--- src/sv/cordic_coordinate_converter_macros.svh ---
// ----------------------------------------------------------------------------
// CORDIC coordinate converter assertion macros
// Shared assertion forms used by the converter's RTL.
// ----------------------------------------------------------------------------
`ifndef CORDIC_COORDINATE_CONVERTER_MACROS_SVH
`define CORDIC_COORDINATE_CONVERTER_MACROS_SVH

// Same-cycle implication, disabled while reset is applied.
`define CCC_ASSERT_IMP(label, clk, rst_n, ante, cons, msg) \
    label: assert property (@(posedge clk) disable iff (!rst_n) (ante) |-> (cons)) \
        else $error(msg);

// Implication after a fixed number of cycles, disabled while reset is applied.
`define CCC_ASSERT_DLY(label, clk, rst_n, ante, dly, cons, msg) \
    label: assert property (@(posedge clk) disable iff (!rst_n) (ante) |-> ##dly (cons)) \
        else $error(msg);

`endif

--- src/sv/ccc_pkg.sv ---
`timescale 1ns / 1ps
// ----------------------------------------------------------------------------
// CORDIC coordinate converter package
// Widths, fixed-point constants, pipeline types and per-level constant tables.
// ----------------------------------------------------------------------------
package ccc_pkg;

    // Configuration of the datapath.
    localparam int ITERATIONS  = 16;
    localparam int DATA_WIDTH  = 16;
    localparam int SQRT_STEPS  = 16;
    localparam int NUM_LEVELS  = (ITERATIONS > SQRT_STEPS) ? ITERATIONS : SQRT_STEPS;
    localparam int SHIFT_W     = $clog2(NUM_LEVELS);
    localparam int PREP_STAGES = 2;
    localparam int LATENCY     = PREP_STAGES + NUM_LEVELS + 1;

    // Field widths at the ports.
    localparam int COORD_W      = 16;
    localparam int ANGLE_W      = 16;
    localparam int RADIUS_IN_W  = 15;
    localparam int RADIUS_OUT_W = 16;

    // Internal widths: coordinates carry 16 fraction bits, angles are Q.30.
    localparam int FRAC_W  = 16;
    localparam int XW      = 36;
    localparam int ZW      = 35;
    localparam int SW      = 2 * SQRT_STEPS;
    localparam int GAIN_W  = 30;
    localparam int RPROD_W = RADIUS_IN_W + GAIN_W;

    // Shift amounts between the fixed-point formats.
    localparam int GAIN_SHIFT  = 14;
    localparam int ANGLE_SHIFT = 17;

    // Fixed-point constants.
    localparam logic [GAIN_W-1:0]    GAIN_Q30    = GAIN_W'(652032875);
    localparam logic [RPROD_W:0]     GAIN_ROUND  = (RPROD_W + 1)'(8192);
    localparam logic signed [ZW-1:0] PI_Q30      = ZW'(64'sd3373259426);
    localparam logic signed [ZW-1:0] HALF_PI_Q30 = ZW'(64'sd1686629713);
    localparam logic signed [ZW-1:0] ANGLE_LIM   = ZW'(64'sd25736);
    localparam logic signed [ZW-1:0] Z_ROUND     = ZW'(64'sd65536);
    localparam logic signed [XW-1:0] XY_ROUND    = XW'(64'sd32768);
    localparam logic signed [XW-1:0] XY_MAX      = XW'((64'sd1 <<< (DATA_WIDTH - 1)) - 64'sd1);

    // Payload that travels down the pipeline with each item.
    typedef struct packed {
        logic          rot;
        logic          origin;
        logic [XW-1:0] x;
        logic [XW-1:0] y;
        logic [ZW-1:0] z;
        logic [SW-1:0] rem;
        logic [SW-1:0] root;
    } stage_t;

    // Constant controls of one pipeline level.
    typedef struct packed {
        logic               cordic_en;
        logic               sqrt_en;
        logic [SHIFT_W-1:0] shift;
        logic [ZW-1:0]      atan;
        logic [SW-1:0]      sqrt_bit;
    } step_ctrl_t;

    // Arctangent of 2^-i in Q.30.
    function automatic logic [ZW-1:0] atan_q30(input int i);
        case (i)
            0:  return ZW'(843314857);
            1:  return ZW'(497837829);
            2:  return ZW'(263043837);
            3:  return ZW'(133525159);
            4:  return ZW'(67021687);
            5:  return ZW'(33543516);
            6:  return ZW'(16775851);
            7:  return ZW'(8388437);
            8:  return ZW'(4194283);
            9:  return ZW'(2097149);
            10: return ZW'(1048576);
            11: return ZW'(524288);
            12: return ZW'(262144);
            13: return ZW'(131072);
            14: return ZW'(65536);
            15: return ZW'(32768);
            16: return ZW'(16384);
            17: return ZW'(8192);
            18: return ZW'(4096);
            19: return ZW'(2048);
            20: return ZW'(1024);
            21: return ZW'(512);
            22: return ZW'(256);
            23: return ZW'(128);
            24: return ZW'(64);
            25: return ZW'(32);
            26: return ZW'(16);
            27: return ZW'(8);
            28: return ZW'(4);
            29: return ZW'(2);
            30: return ZW'(1);
            default: return '0;
        endcase
    endfunction

    // Trial bit of the square-root recurrence at step k, from the top pair down.
    function automatic logic [SW-1:0] sqrt_bit_of(input int k);
        logic [SW-1:0] bit_val;
        bit_val = '0;
        if (k < SQRT_STEPS)
        begin
            bit_val = SW'(1) << (2 * (SQRT_STEPS - 1 - k));
        end
        return bit_val;
    endfunction

    // All constant controls of level k.
    function automatic step_ctrl_t step_ctrl(input int k);
        step_ctrl_t c;
        c.cordic_en = (k < ITERATIONS);
        c.sqrt_en   = (k < SQRT_STEPS);
        c.shift     = SHIFT_W'(k);
        c.atan      = atan_q30(k);
        c.sqrt_bit  = sqrt_bit_of(k);
        return c;
    endfunction

endpackage

--- src/sv/ccc_post.sv ---
`timescale 1ns / 1ps
// ----------------------------------------------------------------------------
// CORDIC converter output stage
// Final rounding, saturation and selection of the result fields.
// ----------------------------------------------------------------------------
module ccc_post (
    input  logic                                     clk,
    input  logic                                     rst_n,
    input  logic                                     in_valid,
    input  ccc_pkg::stage_t                          in_data,
    output logic                                     done,
    output logic signed [ccc_pkg::ANGLE_W-1:0]       angle_out,
    output logic        [ccc_pkg::RADIUS_OUT_W-1:0]  radius_out,
    output logic signed [ccc_pkg::COORD_W-1:0]       x_out,
    output logic signed [ccc_pkg::COORD_W-1:0]       y_out
);

    localparam logic signed [ccc_pkg::XW-1:0] XY_MIN = -ccc_pkg::XY_MAX - ccc_pkg::XW'(1);

    logic                                    done_reg;
    logic signed [ccc_pkg::ANGLE_W-1:0]      angle_reg;
    logic signed [ccc_pkg::ANGLE_W-1:0]      angle_next;
    logic        [ccc_pkg::RADIUS_OUT_W-1:0] radius_reg;
    logic        [ccc_pkg::RADIUS_OUT_W-1:0] radius_next;
    logic signed [ccc_pkg::COORD_W-1:0]      x_reg;
    logic signed [ccc_pkg::COORD_W-1:0]      x_next;
    logic signed [ccc_pkg::COORD_W-1:0]      y_reg;
    logic signed [ccc_pkg::COORD_W-1:0]      y_next;

    logic signed [ccc_pkg::ZW-1:0]           z_rnd;
    logic signed [ccc_pkg::ZW-1:0]           z_sat;
    logic signed [ccc_pkg::XW-1:0]           x_rnd;
    logic signed [ccc_pkg::XW-1:0]           y_rnd;
    logic signed [ccc_pkg::XW-1:0]           x_sat;
    logic signed [ccc_pkg::XW-1:0]           y_sat;
    logic        [ccc_pkg::RADIUS_OUT_W-1:0] root_rnd;

    // Round half up, then limit to the output ranges.
    always_comb
    begin
        z_rnd = ($signed(in_data.z) + ccc_pkg::Z_ROUND) >>> ccc_pkg::ANGLE_SHIFT;
        x_rnd = ($signed(in_data.x) + ccc_pkg::XY_ROUND) >>> ccc_pkg::FRAC_W;
        y_rnd = ($signed(in_data.y) + ccc_pkg::XY_ROUND) >>> ccc_pkg::FRAC_W;

        if (z_rnd > ccc_pkg::ANGLE_LIM)
        begin
            z_sat = ccc_pkg::ANGLE_LIM;
        end
        else if (z_rnd < -ccc_pkg::ANGLE_LIM)
        begin
            z_sat = -ccc_pkg::ANGLE_LIM;
        end
        else
        begin
            z_sat = z_rnd;
        end

        if (x_rnd > ccc_pkg::XY_MAX)
        begin
            x_sat = ccc_pkg::XY_MAX;
        end
        else if (x_rnd < XY_MIN)
        begin
            x_sat = XY_MIN;
        end
        else
        begin
            x_sat = x_rnd;
        end

        if (y_rnd > ccc_pkg::XY_MAX)
        begin
            y_sat = ccc_pkg::XY_MAX;
        end
        else if (y_rnd < XY_MIN)
        begin
            y_sat = XY_MIN;
        end
        else
        begin
            y_sat = y_rnd;
        end

        // The remainder exceeds the root exactly when the fraction is at least a half.
        root_rnd = in_data.root[ccc_pkg::RADIUS_OUT_W-1:0]
                 + ccc_pkg::RADIUS_OUT_W'(in_data.rem > in_data.root);
    end

    // Only the fields of the item's direction are non-zero.
    always_comb
    begin
        angle_next  = '0;
        radius_next = '0;
        x_next      = '0;
        y_next      = '0;
        if (in_data.rot)
        begin
            x_next = x_sat[ccc_pkg::COORD_W-1:0];
            y_next = y_sat[ccc_pkg::COORD_W-1:0];
        end
        else if (!in_data.origin)
        begin
            angle_next  = z_sat[ccc_pkg::ANGLE_W-1:0];
            radius_next = root_rnd;
        end
    end

    always_ff @(posedge clk or negedge rst_n)
    begin
        if (!rst_n)
        begin
            done_reg <= 1'b0;
        end
        else
        begin
            done_reg <= in_valid;
        end
    end

    always_ff @(posedge clk)
    begin
        angle_reg  <= angle_next;
        radius_reg <= radius_next;
        x_reg      <= x_next;
        y_reg      <= y_next;
    end

    assign done       = done_reg;
    assign angle_out  = angle_reg;
    assign radius_out = radius_reg;
    assign x_out      = x_reg;
    assign y_out      = y_reg;

endmodule

--- config.mk ---
export PLATFORM = sky130hd
export DESIGN_NAME = ccc_post
export DESIGN_NICKNAME = d
export VERILOG_FILES = /design/src/sv/cordic_coordinate_converter_macros.svh /design/src/sv/ccc_pkg.sv /design/src/sv/ccc_post.sv
export SDC_FILE = /design/constraint.sdc
export NUM_CORES = 1
export LEC_CHECK = 0
export ABC_AREA = 0
export ABC_CLOCK_PERIOD_IN_PS = 800
export BUFFER_PORTS_ARGS = -buffer_cell sky130_fd_sc_hd__buf_2
export CAP_MARGIN = 20
export CORE_MARGIN = 4
export CORE_UTILIZATION = 46
export CTS_CLUSTER_DIAMETER = 60
export DETAILED_ROUTE_END_ITERATION = 10
export PLACE_DENSITY_LB_ADDON = 0.08
export SETUP_SLACK_MARGIN = 0.2
export SYNTH_ARGS = -nofsm -noshare
export SYNTH_HDL_FRONTEND = slang
export SYNTH_SLANG_ARGS = --single-unit
--- constraint.sdc ---
create_clock -name clk -period 0.8 [get_ports clk]
set_input_delay 0.16 -clock clk [delete_from_list [all_inputs] [get_ports clk]]
set_output_delay 0.16 -clock clk [all_outputs]
set_load 0.02 [all_outputs]
==> qor.yml <==
outcome: "complete, but fails checks"
violations: "design-rule violations, negative setup slack"
worstPathCellList: "buf_8 -> inv_6 -> ha_4 -> a21o_1 -> a21o_1 -> a2111oi_4 -> or3_1 -> a21oi_2 -> a2111oi_2 -> a32oi_1 -> ha_2 -> ha_4 -> nand2_4 -> nor3_4 -> xnor2_1 -> nor2_1"
nFillCells: 319
period_needed_ps: 2420
clock_path_buffers: 2
first_global_vias: 6109
portBuffers: 194
drive_gt1_share_pct: 65.4
fp.dieH_um: 107
ys_ff_latch: 65
clk_pin_slew_ps: 100
cp.buffers_inverters: 2
switching_share_pct: 33.3
drc: 4
ant_nets: 0
dpl.hpwl_um: 11700
syn_nets: 747
antenna_found_initial: 1
p_switching_mw: 3.63
yosys.cell_types.count: 65
path_class: "in2reg"
core_um2: 9370
fin_util_pct: 92.8
synth_area_leader_cell: "dfxtp_1"
nets: 1121
cp_max_fo: 4
track_usage_pct: 33.7
cap_violations: 0
power.density_nw_per_um2: 1250
setup_ws_ps: -1620
max-vdd-ir-drop_uv: 962
critical_path_required_ps: 1060
viasPerCell: 6.32
cts_sinks: 65
drt_iter0_drc: 901
cts_tree: "built"
synth_edf_count: 0
area_delta_synth_final_pct: 93.6
avgSynthCellArea_um2: 8.42
hold_class: "in2reg"
worst_slew_pin_slew_ps: 756
startpoint_type: "input port"
place_area_um2: 6810
synth_cells: 533
drt-total-wl_um: 26200
hold_ws_ps: 156
relSlewSlack_pct: 49.4
power_leakage_nw: 4.07
vias: 6594
p_clk_share_pct: 30.4
chipWidth_um: 107
synth_warnings: 0
finalSetupViolCount: 129
ys_top_cells_by_area: "dfxtp_1 29%, ha_1 11%, xnor2_1 7.8%"
yosysSeqAreaShare_pct: 29.1
slew_viol_final: 0
ys_top_cells_by_count: "64 x dfxtp_1, 40 x inv_1, 40 x xnor2_1"
fmax_mhz: 413
finalPower_mw: 10.9
fin_area_um2: 8690
crit_family: "compound AO/OA/AOI/OAI gates"
grt_pass1_wl_um: 30900
syn_area_um2: 4490
die-area_um2: 11400
rows: 35
numCtsBuffers: 9
start_util_pct: 47.9
synthArstFlopShare_pct: 1.54
cts.htree.levels: 3
grt_max_degree: 15
cpMaxStageDelayCell: "a2111oi_4"
max_stage_delay_ps: 290
fin_crit_sh_pct: 303
drt_pre_antenna_iters: 9
synth_top_area_share_pct: 28.5
ys.flop_type: "dfxtp_1"
arrival_ps: 2680
gp_congestion: 0.916
grt_setup_unrepaired: "yes"
io_pins: 241
clock-root-buffer: "clkbuf_8"
critPathCaptureType: "flop"
hold_viol: 0
p_int_mw: 7.28
wire_per_inst_um: 25.1
p_seq_share_pct: 33.6
gr-total-overflow: 0
synth.most_common_cell: "dfxtp_1"
combPwrFrac_pct: 36.0
cell families after synthesis:
family	count (synthesis)	share of synthesized area [%]
AOI/OAI and AO/OA	118	16.8
xor gates and xnor gates	62	12.3
DFF	65	29.1
and+or+nand+nor	185	24.7
buffers and inverters	64	6.30
adders and majority gates	38	10.6
muxes	1	0.251
timing repair:
action                                  4_1_cts  5_1_grt
gates cloned                                  4        0
resized for setup                           290       74
hold buffers                                  2        0
buffers inserted                             23       17
pin swaps                                    59       47
endpoints found under the setup margin      129      130
endpoints found under the hold margin         2        0
layout make-up:
cell class	instances	area [µm²]	share of cell area, %
multi-input combinational	405	3640	41.9
inverter	40	155	1.78
clock buffer	13	149	1.71
sequential	65	1390	15.9
antenna	2	5.00	0.0576
tap	129	161	1.86
clock inverter	3	65.1	0.748
timing repair buffer	386	3130	36.0
metrics by stage:
stage,setup TNS [ps],cells,worst slack [ps]
6_report,-84160,1043,-1620
5_1_grt,-88690,1042,-1750
4_1_cts,-65700,1024,-1420
3_5_place_dp,-88840,979,-2100
3_3_place_gp,-85290,979,-2000
2_1_floorplan,-68530,533,-1680
worst paths after layout:
| check | slack (ps) | cells past startpoint | startpoint | endpoint |
|---|---|---|---|---|
| setup / recovery | -1620 | 16 | in_data[17] | radius_out[14] |
| hold / removal | 160 | 2 | in_data[172] | x_out[15] |
| max in group asynchronous | 460 | 2 | rst_n | done |
| min in group asynchronous | 240 | 2 | rst_n | done |
routing by layer:
| layer | global-route usage [%] | up-vias | wire, µm |
|---|---|---|---|
| li1 | - | 2671 | - |
| met1 | 35.7 | 3005 | 8330 |
| met2 | 62.1 | 655 | 12200 |
| met3 | 6.74 | 263 | 2830 |
| met4 | 18.7 | 0 | 2790 |
| met5 | 0 | - | 0 |
power groups by stage:
stage / Clock, mW / Sequential [mW] / Combinational, mW
final: 3.32 / 3.67 / 3.93
after floorplan: 0 / 3.89 / 1.06
after global routing: 3.34 / 3.68 / 4.09
after detailed placement: 0 / 3.60 / 2.69
after CTS: 3.05 / 3.62 / 3.31
after global placement: 0 / 3.59 / 2.60
cell usage in the layout (no fill, tap or decap), types with 21 or more instances in the layout:
cell	count
buf_2	109
buf_4	168
buf_6	95
dfxtp_2	64
ha_1	31
inv_1	39
nand2_1	22
nor2_1	31
o21ai_2	29
xnor2_1	32
xor2_1	21
Note: power is estimated with default switching activity, not from simulation.
