<file path="src/sv/cordic_coordinate_converter_macros.svh">
// ----------------------------------------------------------------------------
// CORDIC coordinate converter assertion macros
// Shared assertion forms used by the converter's RTL.
// ----------------------------------------------------------------------------
`ifndef CORDIC_COORDINATE_CONVERTER_MACROS_SVH
`define CORDIC_COORDINATE_CONVERTER_MACROS_SVH

// Same-cycle implication, disabled while reset is applied.
`define CCC_ASSERT_IMP(label, clk, rst_n, ante, cons, msg) \
    label: assert property (@(posedge clk) disable iff (!rst_n) (ante) |-> (cons)) \
        else $error(msg);

// Implication after a fixed number of cycles, disabled while reset is applied.
`define CCC_ASSERT_DLY(label, clk, rst_n, ante, dly, cons, msg) \
    label: assert property (@(posedge clk) disable iff (!rst_n) (ante) |-> ##dly (cons)) \
        else $error(msg);

`endif

</file>
<file path="src/sv/ccc_pkg.sv">
`timescale 1ns / 1ps
// ----------------------------------------------------------------------------
// CORDIC coordinate converter package
// Widths, fixed-point constants, pipeline types and per-level constant tables.
// ----------------------------------------------------------------------------
package ccc_pkg;

    // Configuration of the datapath.
    localparam int ITERATIONS  = 16;
    localparam int DATA_WIDTH  = 16;
    localparam int SQRT_STEPS  = 16;
    localparam int NUM_LEVELS  = (ITERATIONS > SQRT_STEPS) ? ITERATIONS : SQRT_STEPS;
    localparam int SHIFT_W     = $clog2(NUM_LEVELS);
    localparam int PREP_STAGES = 2;
    localparam int LATENCY     = PREP_STAGES + NUM_LEVELS + 1;

    // Field widths at the ports.
    localparam int COORD_W      = 16;
    localparam int ANGLE_W      = 16;
    localparam int RADIUS_IN_W  = 15;
    localparam int RADIUS_OUT_W = 16;

    // Internal widths: coordinates carry 16 fraction bits, angles are Q.30.
    localparam int FRAC_W  = 16;
    localparam int XW      = 36;
    localparam int ZW      = 35;
    localparam int SW      = 2 * SQRT_STEPS;
    localparam int GAIN_W  = 30;
    localparam int RPROD_W = RADIUS_IN_W + GAIN_W;

    // Shift amounts between the fixed-point formats.
    localparam int GAIN_SHIFT  = 14;
    localparam int ANGLE_SHIFT = 17;

    // Fixed-point constants.
    localparam logic [GAIN_W-1:0]    GAIN_Q30    = GAIN_W'(652032875);
    localparam logic [RPROD_W:0]     GAIN_ROUND  = (RPROD_W + 1)'(8192);
    localparam logic signed [ZW-1:0] PI_Q30      = ZW'(64'sd3373259426);
    localparam logic signed [ZW-1:0] HALF_PI_Q30 = ZW'(64'sd1686629713);
    localparam logic signed [ZW-1:0] ANGLE_LIM   = ZW'(64'sd25736);
    localparam logic signed [ZW-1:0] Z_ROUND     = ZW'(64'sd65536);
    localparam logic signed [XW-1:0] XY_ROUND    = XW'(64'sd32768);
    localparam logic signed [XW-1:0] XY_MAX      = XW'((64'sd1 <<< (DATA_WIDTH - 1)) - 64'sd1);

    // Payload that travels down the pipeline with each item.
    typedef struct packed {
        logic          rot;
        logic          origin;
        logic [XW-1:0] x;
        logic [XW-1:0] y;
        logic [ZW-1:0] z;
        logic [SW-1:0] rem;
        logic [SW-1:0] root;
    } stage_t;

    // Constant controls of one pipeline level.
    typedef struct packed {
        logic               cordic_en;
        logic               sqrt_en;
        logic [SHIFT_W-1:0] shift;
        logic [ZW-1:0]      atan;
        logic [SW-1:0]      sqrt_bit;
    } step_ctrl_t;

    // Arctangent of 2^-i in Q.30.
    function automatic logic [ZW-1:0] atan_q30(input int i);
        case (i)
            0:  return ZW'(843314857);
            1:  return ZW'(497837829);
            2:  return ZW'(263043837);
            3:  return ZW'(133525159);
            4:  return ZW'(67021687);
            5:  return ZW'(33543516);
            6:  return ZW'(16775851);
            7:  return ZW'(8388437);
            8:  return ZW'(4194283);
            9:  return ZW'(2097149);
            10: return ZW'(1048576);
            11: return ZW'(524288);
            12: return ZW'(262144);
            13: return ZW'(131072);
            14: return ZW'(65536);
            15: return ZW'(32768);
            16: return ZW'(16384);
            17: return ZW'(8192);
            18: return ZW'(4096);
            19: return ZW'(2048);
            20: return ZW'(1024);
            21: return ZW'(512);
            22: return ZW'(256);
            23: return ZW'(128);
            24: return ZW'(64);
            25: return ZW'(32);
            26: return ZW'(16);
            27: return ZW'(8);
            28: return ZW'(4);
            29: return ZW'(2);
            30: return ZW'(1);
            default: return '0;
        endcase
    endfunction

    // Trial bit of the square-root recurrence at step k, from the top pair down.
    function automatic logic [SW-1:0] sqrt_bit_of(input int k);
        logic [SW-1:0] bit_val;
        bit_val = '0;
        if (k < SQRT_STEPS)
        begin
            bit_val = SW'(1) << (2 * (SQRT_STEPS - 1 - k));
        end
        return bit_val;
    endfunction

    // All constant controls of level k.
    function automatic step_ctrl_t step_ctrl(input int k);
        step_ctrl_t c;
        c.cordic_en = (k < ITERATIONS);
        c.sqrt_en   = (k < SQRT_STEPS);
        c.shift     = SHIFT_W'(k);
        c.atan      = atan_q30(k);
        c.sqrt_bit  = sqrt_bit_of(k);
        return c;
    endfunction

endpackage

</file>
<file path="src/sv/ccc_stage.sv">
`timescale 1ns / 1ps
// ----------------------------------------------------------------------------
// CORDIC converter pipeline level
// One CORDIC micro-rotation and one square-root digit, registered.
// ----------------------------------------------------------------------------
module ccc_stage (
    input  logic                clk,
    input  logic                rst_n,
    input  logic                in_valid,
    input  ccc_pkg::stage_t     in_data,
    input  ccc_pkg::step_ctrl_t ctrl,
    output logic                out_valid,
    output ccc_pkg::stage_t     out_data
);

    logic                          valid_reg;
    ccc_pkg::stage_t               data_reg;
    ccc_pkg::stage_t               data_next;
    logic                          ccw;
    logic signed [ccc_pkg::XW-1:0] x_sh;
    logic signed [ccc_pkg::XW-1:0] y_sh;
    logic        [ccc_pkg::SW:0]   trial;

    // Rotation mode drives z to zero, vectoring mode drives y to zero.
    always_comb
    begin
        data_next = in_data;
        ccw       = in_data.rot ? ~in_data.z[ccc_pkg::ZW-1] : in_data.y[ccc_pkg::XW-1];
        x_sh      = $signed(in_data.x) >>> ctrl.shift;
        y_sh      = $signed(in_data.y) >>> ctrl.shift;
        trial     = {1'b0, in_data.root} + {1'b0, ctrl.sqrt_bit};

        if (ctrl.cordic_en)
        begin
            if (ccw)
            begin
                data_next.x = in_data.x - y_sh;
                data_next.y = in_data.y + x_sh;
                data_next.z = in_data.z - ctrl.atan;
            end
            else
            begin
                data_next.x = in_data.x + y_sh;
                data_next.y = in_data.y - x_sh;
                data_next.z = in_data.z + ctrl.atan;
            end
        end

        // Restoring square root, one result bit per level.
        if (ctrl.sqrt_en)
        begin
            if ({1'b0, in_data.rem} >= trial)
            begin
                data_next.rem  = in_data.rem - trial[ccc_pkg::SW-1:0];
                data_next.root = (in_data.root >> 1) + ctrl.sqrt_bit;
            end
            else
            begin
                data_next.root = in_data.root >> 1;
            end
        end
    end

    always_ff @(posedge clk or negedge rst_n)
    begin
        if (!rst_n)
        begin
            valid_reg <= 1'b0;
        end
        else
        begin
            valid_reg <= in_valid;
        end
    end

    always_ff @(posedge clk)
    begin
        data_reg <= data_next;
    end

    assign out_valid = valid_reg;
    assign out_data  = data_reg;

endmodule

</file>
<file path="config.mk">
export PLATFORM = sky130hd
export DESIGN_NAME = ccc_stage
export DESIGN_NICKNAME = d
export VERILOG_FILES = /design/src/sv/cordic_coordinate_converter_macros.svh /design/src/sv/ccc_pkg.sv /design/src/sv/ccc_stage.sv
export SDC_FILE = /design/constraint.sdc
export NUM_CORES = 1
export LEC_CHECK = 0
export BUFFER_PORTS_ARGS = -buffer_cell sky130_fd_sc_hd__buf_4
export CAP_MARGIN = 20
export CELL_PAD_IN_SITES_DETAIL_PLACEMENT = 1
export CELL_PAD_IN_SITES_GLOBAL_PLACEMENT = 1
export CORE_UTILIZATION = 43
export DETAILED_ROUTE_END_ITERATION = 16
export HOLD_SLACK_MARGIN = 0.15
export PLACE_DENSITY_LB_ADDON = 0.1
export SETUP_SLACK_MARGIN = 0.15
export SYNTH_ARGS = -nofsm -noshare
export SYNTH_HDL_FRONTEND = slang
export SYNTH_SLANG_ARGS = --single-unit
</file>
<file path="constraint.sdc">
create_clock -name clk -period 0.8 [get_ports clk]
set_input_delay 0.16 -clock clk [delete_from_list [all_inputs] [get_ports clk]]
set_output_delay 0.16 -clock clk [all_outputs]
set_load 0.03 [all_outputs]
</file>
==> impl_metrics.tcl, run 1 <==
set metrics [dict create \
    status "stopped before the end" \
    haltStage "4_1_cts" \
    error "[ERROR DPL-0033] detailed placement checks failed during check placement." \
    globalplace.congestion 0.9792 \
    syn_area_um2 21760 \
    dpl_cell_area_um2 33890 \
    rows 82 \
    synth-seq-cells 174 \
    postCtsSetupBuffers 117 \
    synthFlopType "dfxtp_1" \
    synth_area_leaders "dfxtp_1 16%, ha_1 12%, mux2_2 6.7%, xnor2_1 6.6%, a21oi_1 5.7%" \
    syn-num-nets 3132 \
    synth_edf_count 0 \
    cts-root-buf "clkbuf_16" \
    async_reset_ff_share_pct 0.5747 \
    syn_avg_cell_area_um2 8.136 \
    die-height_um 227.0 \
    ys_types 95 \
    cts_resized 502 \
    ys_top_cells_by_count "246 x a21oi_1, 233 x nand2_1, 222 x nor2_1" \
    clk_path_buf_depth 2 \
    yosysTopAreaCell "dfxtp_1" \
    yosysMostFrequentCell "a21oi_1" \
    seq_area_frac_synth_pct 16.03 \
    port_buffers 422 \
    cts_made_buffers 17 \
    cts_sinks 174 \
    start_util_pct 43.47 \
    synth_top_area_share_pct 15.91 \
    dp_slack_ns -5.457 \
    h-tree-depth 4 \
    dpl.hpwl_mm 107.8 \
    ctsHoldBuffers 34 \
    syn_inst 2675 \
    ios 423 \
    die-width_um 227.0 \
    dp_cells 4700 \
    ys_warn_count 0 \
]
## cell families after synthesis
kind of cell               synth area share, %
AOI/OAI and AO/OA                        23.28
xor gates and xnor gates                 11.03
adders and majority gates                12.16
buffers and inverters                    3.978
DFF                                      16.03
muxes                                    17.13
and+or+nand+nor                          16.39
## through the flow
| stage | setup TNS, ns | hold slack [ns] |
|---|---|---|
| after global placement | -610.27 | -0.06529 |
| after detailed placement | -673.80 | -0.06167 |
| after floorplan | -511.12 | -0.1356 |
==> run 2: changes to the inputs <==
==> config.mk (replaced) <==
export PLATFORM = sky130hd
export DESIGN_NAME = ccc_stage
export DESIGN_NICKNAME = d
export VERILOG_FILES = /design/src/sv/cordic_coordinate_converter_macros.svh /design/src/sv/ccc_pkg.sv /design/src/sv/ccc_stage.sv
export SDC_FILE = /design/constraint.sdc
export NUM_CORES = 1
export LEC_CHECK = 0
export BUFFER_PORTS_ARGS = -buffer_cell sky130_fd_sc_hd__buf_4
export CAP_MARGIN = 20
export CORE_UTILIZATION = 38
export DETAILED_ROUTE_END_ITERATION = 16
export PLACE_DENSITY_LB_ADDON = 0.15
export SYNTH_ARGS = -nofsm -noshare
export SYNTH_HDL_FRONTEND = slang
export SYNTH_SLANG_ARGS = --single-unit
==> impl_metrics.tcl, run 2 <==
set metrics [dict create \
    core_um2 56500 \
    fin_cells 5023 \
    dpl.hpwl_mm 75.70 \
    start_util_pct 38.52 \
    cts_tree "done" \
    dp_slack_ns -4.650 \
    synth_top_area_share_pct 15.91 \
    whs_ns 0.01857 \
    die-width_um 241.3 \
    crit_top_cell "a21o_1" \
    ys_types 95 \
    synth-seq-cells 174 \
    async_reset_ff_share_pct 0.5747 \
    post-route-period-util_pct 586.0 \
    port_buffers 422 \
    synth_area_leaders "dfxtp_1 16%, ha_1 12%, mux2_2 6.7%, xnor2_1 6.6%, a21oi_1 5.7%" \
    setup.worst_path.end_class "flop" \
    antenna_found_initial 4 \
    drv_cap 0 \
    dr.pass1.iters 5 \
    vias_per_cell 5.421 \
    fin_crit_ns 4.688 \
    worstHoldEndpoint "out_data[23]" \
    p_leak_nw 18.44 \
    drc_errors 0 \
    layout.cells.most_common "buf_4" \
    required_ns 1.19 \
    drive_above_1_share_pct 51.57 \
    min-delay-start "in_data[23]" \
    cts_made_buffers 17 \
    crit_type "input pin to flop" \
    syn_inst 2675 \
    yosysTopAreaCell "dfxtp_1" \
    syn_avg_cell_area_um2 8.136 \
    layout_common_cells "1463 x buf_4, 194 x nor2_1, 187 x ha_1" \
    rows 87 \
    ys_warn_count 0 \
    rsz0062_at_grt "yes" \
    start_kind "input pin" \
    crit_chain "buf_16 -> buf_4 -> buf_12 -> mux4_2 -> mux2_4 -> nand4b_1 -> a2111o_1 -> nor2b_4 -> buf_6 -> nor2_1 -> xnor2_1 -> ha_1 -> a21o_1 -> a21o_1 -> a2111oi_4 -> o21ai_2 -> o2bb2ai_4 -> a211oi_2 -> o41ai_2 -> buf_4 -> a21o_1 -> a21oi_2 -> xnor2_1 -> mux2_2" \
    dieArea_um2 58240 \
    grt_pass1_vias 27400 \
    setup_viol 344 \
    yosysMostFrequentCell "a21oi_1" \
    min_path_type "input pin to flop" \
    areaGrowthSynthToFinish_pct 79.48 \
    clk_path_buf_depth 2 \
    tightest_slew_ns 0.7327 \
    cp_slowest_stage_delay_ns 0.56 \
    synth_edf_count 0 \
    cts-root-buf "clkbuf_16" \
    ant_nets 0 \
    ctsHoldBuffers 104 \
    grt_use_total_pct 32.43 \
    ios 423 \
    syn-num-nets 3132 \
    hold_depth 3 \
    status "complete, but fails checks" \
    wl_per_cell_um 19.56 \
    seq_area_frac_synth_pct 16.03 \
    cts_sinks 174 \
    globalplace.congestion 0.9536 \
    arrival_ns 5.08 \
    nNetsFinal 4708 \
    postLayoutSetupSlackWorst_ns -3.888 \
    ir_drop_uv 1831 \
    total_power_mw 70.48 \
    slew_headroom_pct 51.00 \
    fin_tns_setup_ns -584.50 \
    violations "setup timing" \
    grt_max_degree 39 \
    hold_viol 0 \
    wirelength_mm 98.24 \
    syn_area_um2 21760 \
    path_max_fanout 5 \
    die-height_um 241.3 \
    clk_pin_slew_ns 0.07 \
    ys_top_cells_by_count "246 x a21oi_1, 233 x nand2_1, 222 x nor2_1" \
    fmax_mhz 213.3 \
    crit_path_start "ctrl[68]" \
    h-tree-depth 4 \
    powerDensity_nw_per_um2 1804 \
    overflow 0 \
    vias 27230 \
    grt_pass1_wl_mm 146.6 \
    largest_reg_flops 173 \
    drt-initial-drc-count 1312 \
    crit_slowest_cell "a2111o_1" \
    finalMaxSlewViolations 0 \
    synthFlopType "dfxtp_1" \
    dp_cells 4763 \
]
[run 2: power breakdown]
part,leakage (nW),internal (mW),total [mW],switching (mW)
clock,0.266,4.16,8.65,4.49
combinational,16.7,25.4,50.3,24.9
sequential,1.47,10.8,11.5,0.722
[run 2: worst max-delay path: cells and delay by family]
kind                     cells  cell delay, ns
AO/OA/AOI/OAI               10            2.22
XOR/XNOR                     2            0.19
buffers and inverters        5            0.59
multiplexers                 3            1.09
adder cells (fa/ha/maj)      1            0.32
AND/OR/NAND/NOR              3            0.50
[run 2: layer usage]
layer	share of wire [%]	up-vias	global-route usage [%]
li1	-	13080	-
met2	50	812	58.36
met4	4.2	4	14.35
met5	0.025	-	0
met3	4.8	219	5.071
met1	41	13120	37.70
[run 2: logic make-up after synthesis]
kind of cell | synth area share [%]
AO/OA/AOI/OAI | 23.28
AND/OR/NAND/NOR | 16.39
multiplexers | 17.13
XOR/XNOR | 11.03
adder cells (fa/ha/maj) | 12.16
buffers and inverters | 3.978
flip-flops | 16.03
[run 2: repair_timing]
item,4_1_cts,5_1_grt
setup endpoints to repair,344,344
cloned,9,2
setup buffers,68,52
endpoints found under the hold margin,104,1
pin swaps,102,139
resized for setup,303,243
[run 2: through the flow]
step | cell area (um2) | util (%)
2_1_floorplan | 22810 | -
3_5_place_dp | 33830 | 59.89
3_3_place_gp | 33830 | 59.89
6_report | 39060 | 69.14
5_1_grt | 39060 | 69.14
4_1_cts | 37580 | 66.51
[run 2: final cells by class]
cell class | instances | area, um2
antenna | 3 | 7.507
clock buffer | 19 | 442.9
clock inverter | 13 | 120.1
fill | 4582 | 17430
inverter | 79 | 310.3
multi-input combinational | 2311 | 20100
sequential | 174 | 3488
tap | 756 | 945.9
timing repair buffer | 1668 | 13640
[run 2: how the worst max path moves through the flow]
stage	to	depth (start not counted)
after floorplan	out_data[134]	29
after global placement	out_data[167]	23
after CTS	out_data[167]	22
after detailed placement	out_data[133]	23
final	out_data[131]	24
after global routing	out_data[167]	23
No activity file was read; power rests on OpenSTA's default activity.
