[src/sv/cordic_coordinate_converter_macros.svh]
// ----------------------------------------------------------------------------
// CORDIC coordinate converter assertion macros
// Shared assertion forms used by the converter's RTL.
// ----------------------------------------------------------------------------
`ifndef CORDIC_COORDINATE_CONVERTER_MACROS_SVH
`define CORDIC_COORDINATE_CONVERTER_MACROS_SVH

// Same-cycle implication, disabled while reset is applied.
`define CCC_ASSERT_IMP(label, clk, rst_n, ante, cons, msg) \
    label: assert property (@(posedge clk) disable iff (!rst_n) (ante) |-> (cons)) \
        else $error(msg);

// Implication after a fixed number of cycles, disabled while reset is applied.
`define CCC_ASSERT_DLY(label, clk, rst_n, ante, dly, cons, msg) \
    label: assert property (@(posedge clk) disable iff (!rst_n) (ante) |-> ##dly (cons)) \
        else $error(msg);

`endif

[src/sv/ccc_pkg.sv]
`timescale 1ns / 1ps
// ----------------------------------------------------------------------------
// CORDIC coordinate converter package
// Widths, fixed-point constants, pipeline types and per-level constant tables.
// ----------------------------------------------------------------------------
package ccc_pkg;

    // Configuration of the datapath.
    localparam int ITERATIONS  = 16;
    localparam int DATA_WIDTH  = 16;
    localparam int SQRT_STEPS  = 16;
    localparam int NUM_LEVELS  = (ITERATIONS > SQRT_STEPS) ? ITERATIONS : SQRT_STEPS;
    localparam int SHIFT_W     = $clog2(NUM_LEVELS);
    localparam int PREP_STAGES = 2;
    localparam int LATENCY     = PREP_STAGES + NUM_LEVELS + 1;

    // Field widths at the ports.
    localparam int COORD_W      = 16;
    localparam int ANGLE_W      = 16;
    localparam int RADIUS_IN_W  = 15;
    localparam int RADIUS_OUT_W = 16;

    // Internal widths: coordinates carry 16 fraction bits, angles are Q.30.
    localparam int FRAC_W  = 16;
    localparam int XW      = 36;
    localparam int ZW      = 35;
    localparam int SW      = 2 * SQRT_STEPS;
    localparam int GAIN_W  = 30;
    localparam int RPROD_W = RADIUS_IN_W + GAIN_W;

    // Shift amounts between the fixed-point formats.
    localparam int GAIN_SHIFT  = 14;
    localparam int ANGLE_SHIFT = 17;

    // Fixed-point constants.
    localparam logic [GAIN_W-1:0]    GAIN_Q30    = GAIN_W'(652032875);
    localparam logic [RPROD_W:0]     GAIN_ROUND  = (RPROD_W + 1)'(8192);
    localparam logic signed [ZW-1:0] PI_Q30      = ZW'(64'sd3373259426);
    localparam logic signed [ZW-1:0] HALF_PI_Q30 = ZW'(64'sd1686629713);
    localparam logic signed [ZW-1:0] ANGLE_LIM   = ZW'(64'sd25736);
    localparam logic signed [ZW-1:0] Z_ROUND     = ZW'(64'sd65536);
    localparam logic signed [XW-1:0] XY_ROUND    = XW'(64'sd32768);
    localparam logic signed [XW-1:0] XY_MAX      = XW'((64'sd1 <<< (DATA_WIDTH - 1)) - 64'sd1);

    // Payload that travels down the pipeline with each item.
    typedef struct packed {
        logic          rot;
        logic          origin;
        logic [XW-1:0] x;
        logic [XW-1:0] y;
        logic [ZW-1:0] z;
        logic [SW-1:0] rem;
        logic [SW-1:0] root;
    } stage_t;

    // Constant controls of one pipeline level.
    typedef struct packed {
        logic               cordic_en;
        logic               sqrt_en;
        logic [SHIFT_W-1:0] shift;
        logic [ZW-1:0]      atan;
        logic [SW-1:0]      sqrt_bit;
    } step_ctrl_t;

    // Arctangent of 2^-i in Q.30.
    function automatic logic [ZW-1:0] atan_q30(input int i);
        case (i)
            0:  return ZW'(843314857);
            1:  return ZW'(497837829);
            2:  return ZW'(263043837);
            3:  return ZW'(133525159);
            4:  return ZW'(67021687);
            5:  return ZW'(33543516);
            6:  return ZW'(16775851);
            7:  return ZW'(8388437);
            8:  return ZW'(4194283);
            9:  return ZW'(2097149);
            10: return ZW'(1048576);
            11: return ZW'(524288);
            12: return ZW'(262144);
            13: return ZW'(131072);
            14: return ZW'(65536);
            15: return ZW'(32768);
            16: return ZW'(16384);
            17: return ZW'(8192);
            18: return ZW'(4096);
            19: return ZW'(2048);
            20: return ZW'(1024);
            21: return ZW'(512);
            22: return ZW'(256);
            23: return ZW'(128);
            24: return ZW'(64);
            25: return ZW'(32);
            26: return ZW'(16);
            27: return ZW'(8);
            28: return ZW'(4);
            29: return ZW'(2);
            30: return ZW'(1);
            default: return '0;
        endcase
    endfunction

    // Trial bit of the square-root recurrence at step k, from the top pair down.
    function automatic logic [SW-1:0] sqrt_bit_of(input int k);
        logic [SW-1:0] bit_val;
        bit_val = '0;
        if (k < SQRT_STEPS)
        begin
            bit_val = SW'(1) << (2 * (SQRT_STEPS - 1 - k));
        end
        return bit_val;
    endfunction

    // All constant controls of level k.
    function automatic step_ctrl_t step_ctrl(input int k);
        step_ctrl_t c;
        c.cordic_en = (k < ITERATIONS);
        c.sqrt_en   = (k < SQRT_STEPS);
        c.shift     = SHIFT_W'(k);
        c.atan      = atan_q30(k);
        c.sqrt_bit  = sqrt_bit_of(k);
        return c;
    endfunction

endpackage

[src/sv/ccc_prep.sv]
`timescale 1ns / 1ps
// ----------------------------------------------------------------------------
// CORDIC converter input preparation
// Two register stages: the multiplies, then the start vector, quadrant fold
// and square-root operand for the first pipeline level.
// ----------------------------------------------------------------------------
module ccc_prep (
    input  logic                                     clk,
    input  logic                                     rst_n,
    input  logic                                     in_valid,
    input  logic                                     command,
    input  logic signed [ccc_pkg::COORD_W-1:0]       x_in,
    input  logic signed [ccc_pkg::COORD_W-1:0]       y_in,
    input  logic signed [ccc_pkg::ANGLE_W-1:0]       angle_in,
    input  logic        [ccc_pkg::RADIUS_IN_W-1:0]   radius_in,
    output logic                                     out_valid,
    output ccc_pkg::stage_t                          out_data
);

    localparam int XPAD = ccc_pkg::XW - ccc_pkg::COORD_W - ccc_pkg::FRAC_W;
    localparam int ZPAD = ccc_pkg::ZW - ccc_pkg::ANGLE_W - ccc_pkg::ANGLE_SHIFT;

    // Stage A registers.
    logic                                     a_valid_reg;
    logic                                     a_rot_reg;
    logic signed [ccc_pkg::COORD_W-1:0]       a_x_reg;
    logic signed [ccc_pkg::COORD_W-1:0]       a_y_reg;
    logic signed [ccc_pkg::ANGLE_W-1:0]       a_angle_reg;
    logic        [ccc_pkg::SW-1:0]            a_sqx_reg;
    logic        [ccc_pkg::SW-1:0]            a_sqy_reg;
    logic        [ccc_pkg::RPROD_W-1:0]       a_rprod_reg;

    logic signed [2*ccc_pkg::COORD_W-1:0]     sqx_full;
    logic signed [2*ccc_pkg::COORD_W-1:0]     sqy_full;
    logic        [ccc_pkg::RPROD_W-1:0]       rprod_full;

    // Stage B signals.
    logic                                     b_valid_reg;
    ccc_pkg::stage_t                          b_data_reg;
    ccc_pkg::stage_t                          b_data_next;
    logic signed [ccc_pkg::XW-1:0]            xe;
    logic signed [ccc_pkg::XW-1:0]            ye;
    logic        [ccc_pkg::RPROD_W:0]         rsum;
    logic signed [ccc_pkg::XW-1:0]            xr;
    logic signed [ccc_pkg::ZW-1:0]            z0;

    // Squares for the magnitude and the gain-compensated radius.
    always_comb
    begin
        sqx_full   = x_in * x_in;
        sqy_full   = y_in * y_in;
        rprod_full = ccc_pkg::RPROD_W'(radius_in) * ccc_pkg::RPROD_W'(ccc_pkg::GAIN_Q30);
    end

    always_ff @(posedge clk or negedge rst_n)
    begin
        if (!rst_n)
        begin
            a_valid_reg <= 1'b0;
        end
        else
        begin
            a_valid_reg <= in_valid;
        end
    end

    always_ff @(posedge clk)
    begin
        a_rot_reg   <= command;
        a_x_reg     <= x_in;
        a_y_reg     <= y_in;
        a_angle_reg <= angle_in;
        a_sqx_reg   <= ccc_pkg::SW'($unsigned(sqx_full));
        a_sqy_reg   <= ccc_pkg::SW'($unsigned(sqy_full));
        a_rprod_reg <= rprod_full;
    end

    // Start vector: left half-plane points are turned by pi, large angles folded.
    always_comb
    begin
        xe   = $signed({{XPAD{a_x_reg[ccc_pkg::COORD_W-1]}}, a_x_reg,
                        {ccc_pkg::FRAC_W{1'b0}}});
        ye   = $signed({{XPAD{a_y_reg[ccc_pkg::COORD_W-1]}}, a_y_reg,
                        {ccc_pkg::FRAC_W{1'b0}}});
        rsum = {1'b0, a_rprod_reg} + ccc_pkg::GAIN_ROUND;
        xr   = $signed(ccc_pkg::XW'(rsum >> ccc_pkg::GAIN_SHIFT));
        z0   = $signed({{ZPAD{a_angle_reg[ccc_pkg::ANGLE_W-1]}}, a_angle_reg,
                        {ccc_pkg::ANGLE_SHIFT{1'b0}}});

        b_data_next.rot    = a_rot_reg;
        b_data_next.origin = (a_x_reg == '0) && (a_y_reg == '0);
        b_data_next.rem    = a_sqx_reg + a_sqy_reg;
        b_data_next.root   = '0;

        if (a_rot_reg)
        begin
            b_data_next.y = '0;
            if (z0 > ccc_pkg::HALF_PI_Q30)
            begin
                b_data_next.x = -xr;
                b_data_next.z = z0 - ccc_pkg::PI_Q30;
            end
            else if (z0 < -ccc_pkg::HALF_PI_Q30)
            begin
                b_data_next.x = -xr;
                b_data_next.z = z0 + ccc_pkg::PI_Q30;
            end
            else
            begin
                b_data_next.x = xr;
                b_data_next.z = z0;
            end
        end
        else if (a_x_reg[ccc_pkg::COORD_W-1])
        begin
            b_data_next.x = -xe;
            b_data_next.y = -ye;
            b_data_next.z = a_y_reg[ccc_pkg::COORD_W-1] ? -ccc_pkg::PI_Q30 : ccc_pkg::PI_Q30;
        end
        else
        begin
            b_data_next.x = xe;
            b_data_next.y = ye;
            b_data_next.z = '0;
        end
    end

    always_ff @(posedge clk or negedge rst_n)
    begin
        if (!rst_n)
        begin
            b_valid_reg <= 1'b0;
        end
        else
        begin
            b_valid_reg <= a_valid_reg;
        end
    end

    always_ff @(posedge clk)
    begin
        b_data_reg <= b_data_next;
    end

    assign out_valid = b_valid_reg;
    assign out_data  = b_data_reg;

endmodule

[config.mk]
export PLATFORM = sky130hd
export DESIGN_NAME = ccc_prep
export DESIGN_NICKNAME = d
export VERILOG_FILES = /design/src/sv/cordic_coordinate_converter_macros.svh /design/src/sv/ccc_pkg.sv /design/src/sv/ccc_prep.sv
export SDC_FILE = /design/constraint.sdc
export NUM_CORES = 2
export LEC_CHECK = 0
export BUFFER_PORTS_ARGS = -buffer_cell sky130_fd_sc_hd__buf_4
export CAP_MARGIN = 25
export CORE_ASPECT_RATIO = 1.5
export CORE_MARGIN = 2
export CORE_UTILIZATION = 50
export CTS_CLUSTER_DIAMETER = 80
export DETAILED_ROUTE_END_ITERATION = 10
export PLACE_DENSITY = 0.68
export SLEW_MARGIN = 15
export SYNTH_ARGS = -nofsm -noshare
export SYNTH_HDL_FRONTEND = slang
export SYNTH_SLANG_ARGS = --single-unit
[constraint.sdc]
create_clock -name clk -period 3.85 [get_ports clk]
set_input_delay 0.385 -clock clk [delete_from_list [all_inputs] [get_ports clk]]
set_output_delay 0.385 -clock clk [all_outputs]
set_load 0.05 [all_outputs]
==> key figures <==
Status
  • Status: finished, violations left
  • Failing checks: setup timing

STA
  • FMAX: 177 MHz
  • Final setup vio count: slightly below 80
  • Final period util: 1.47
  • Pin slew with the least headroom to its limit: 935 ps
  • RSZ-0062 raised after global routing: yes
  • Clock skew: 22.6 ps
  • Post-route minimum period: 5660 ps
  • Slew Limit Fails: 0
  • Hold violation count in the final report: 0
  • Setup TNS: -87890 ps
  • PnR worst setup slack: -1810 ps
  • Slew margin rel.: 0.376

GRT
  • Initial antenna violation count: 4
  • First-pass GRT wire length: roughly 170 mm
  • All-Layer GR Usage: 0.289
  • Vias in the first global route: around 33000
  • Largest net degree at the start of global routing: 66
  • GRT overflow: 0

Layout
  • Commonest cells after routing, fill and taps aside: inv_1 (888), buf_4 (786), fa_1 (591)
  • Max FFs per register: 110
  • Area growth syn-to-layout: 32.9%
  • Fin nets: 5815
  • Share of layout cells above drive strength 1: 0.310
  • Final Non-Filler Cells: 5681
  • Fillers: ~5500
  • Most common cell after layout, fill and taps aside: inv_1

Drt
  • DRT iter0 DRCs: 1038
  • Via count: between 20000 and 30000
  • Routed wire per std cell: 18.6 µm
  • DRC: 0
  • TritonRoute pass-1 iters: 7
  • Final ANT Viol Nets: 0
  • Detailed Route WL: ~110 mm
  • Vias per inst: 5.09

Logic synthesis
  • Ys Warns: 0
  • Synth Instances: 3877
  • Syn Area/Cell: 9.30 µm²
  • Sequential area share after synthesis: 0.141
  • Synth Flop Type: dfxtp_1
  • Post-Syn Area: between 30000 and 40000 µm²
  • Synthesis-stage register bit count: 253
  • Synth top area cells: fa_1 (36%), dfxtp_1 (14%), ha_1 (12%), inv_1 (10%), xnor2_1 (4.0%)
  • Library cells used by synthesis: 92
  • Post-synth EDFFs: 0
  • Yosys top cell area share: 0.359
  • Largest area contributor in the netlist: fa_1
  • Async set-reset flop share out of synthesis: 0.00791

Placement
  • DP HPWL: 88.9 mm
  • Port bufs: approximately 190
  • Placed Instances: roughly 5500
  • GP Congestion: between 1 and 1.5

Clock network
  • CTS clk-pin slew, worst paths: 60 ps
  • CTS tree: built
  • Max H-tree Level: 1
  • Number of CTS-inserted buffers: 29
  • Clock latency on the worst-skew pair: 590 ps
  • Clock buffer depth: 3
  • CTS Root Cell: clkbuf_16
  • # clock sinks: 253

Floorplanning
  • Die area: 74300 µm²
  • Die Span Y: 333 µm
  • Die Width: 223 µm
  • Starting Density: 0.505
  • Row Count: 120
  • IO Count: about 240
  • Core area: 71500 µm²

Worst setup path
  • Reg2Reg Depth: 10
  • Crit-path max FO: 5
  • Worst setup SP type: input port
  • CP Data Arrival Time: 6140 ps
  • Critical path capture point type: flip-flop
  • Req. time, crit path: 4330 ps
  • Critical path type: in2reg

Hold path
  • WHS Path Cells: 2
  • Worst Hold Class: in2reg

Flow run
  • Maxcap violations: 0
==> critical path: stages <==
cell and delay (ps):
buf_12 110, buf_12 130, nand2_4 50, inv_2 40, fa_1 540, inv_2 40
fa_2 530, fa_2 440, fa_1 550, inv_1 50, fa_1 490, fa_2 510
ha_4 290, nand3_2 70, or4_4 540, or4_4 460, a31oi_4 220, a2111oi_4 80
nor3_2 110, buf_4 140, buf_4 100, a41oi_2 100, xnor2_1 140
==> cells in the mapped netlist (19+ instances only) <==
master / count
nand2_1: 251
o21ai_0: 81
nor3_1: 33
o21bai_1: 19
and3_1: 27
a21oi_1: 122
dfxtp_1: 251
a21o_1: 46
nand3_1: 48
clkbuf_1: 71
buf_4: 66
nor2_1: 184
ha_1: 360
nand4_1: 19
xnor2_1: 166
nor2b_1: 19
and2_1: 96
inv_1: 985
xor2_1: 66
fa_1: 646
a31oi_1: 31
==> final timing paths <==
kind,end,startpoint,slack [ps]
min reg2reg,out_valid$_DFF_PN0_,a_valid_reg$_DFF_PN0_,360
min in group asynchronous,out_valid$_DFF_PN0_,rst_n,110
min,a_y_reg[1]$_DFF_P_,y_in[1],80
max in group asynchronous,a_valid_reg$_DFF_PN0_,rst_n,3650
max reg2reg,out_data[162]$_DFF_P_,a_rprod_reg[13]$_DFF_P_,400
max,a_sqx_reg[28]$_DFF_P_,x_in[3],-1810
==> per-stage QoR <==
stage                     cell area, µm²  setup slack, ps  hold WS [ps]   util
after global routing               48000            -2000          68.6  0.671
after global placement             43800            -2580           167  0.613
final                              48000            -1810          78.0  0.671
after CTS                          47100            -1820          91.0  0.659
after detailed placement           43800            -2650           170  0.613
after floorplan                    37600            -2170          89.4      -
==> layer usage <==
layer,GRT usage,vias up,wire length [µm]
li1,-,13600,-
met1,0.281,14300,35200
met2,0.576,699,58800
met3,0.0309,353,3570
met4,0.174,0,8020
met5,0,-,0
==> repair_timing <==
action                                  CTS  global route
gates cloned                              2             1
setup buffers                            78            36
endpoints found under the setup margin   79            80
pin swaps                               218           193
hold endpoints to repair                 20             0
resized for setup                       343           174
hold buffers                             19             0
==> final cells by class <==
type	instances	area, µm²	share of cell area
Clock buffer	35	810	0.0169
Inverter	986	3750	0.0781
Timing Repair Buffer	941	7990	0.167
Tap cell	915	1140	0.0239
Multi-Input combinational cell	2531	28900	0.604
Clock inverter	19	239	0.00498
Antenna cell	1	2.50	0.0000522
Sequential cell	253	5080	0.106
==> cell families after synthesis <==
group	count (synthesis)	synth area share
and+or+nand+nor	775	0.105
buffers and inverters	1141	0.126
other	1	0.000104
xor gates and xnor gates	232	0.0563
muxes	14	0.00395
DFF	253	0.141
AOI/OAI and AO/OA	455	0.0839
adders and majority gates	1006	0.483
Power is left out: the tool's default activity adds up to more than one toggle a clock period on the data nets, which glitch-free logic cannot reach.
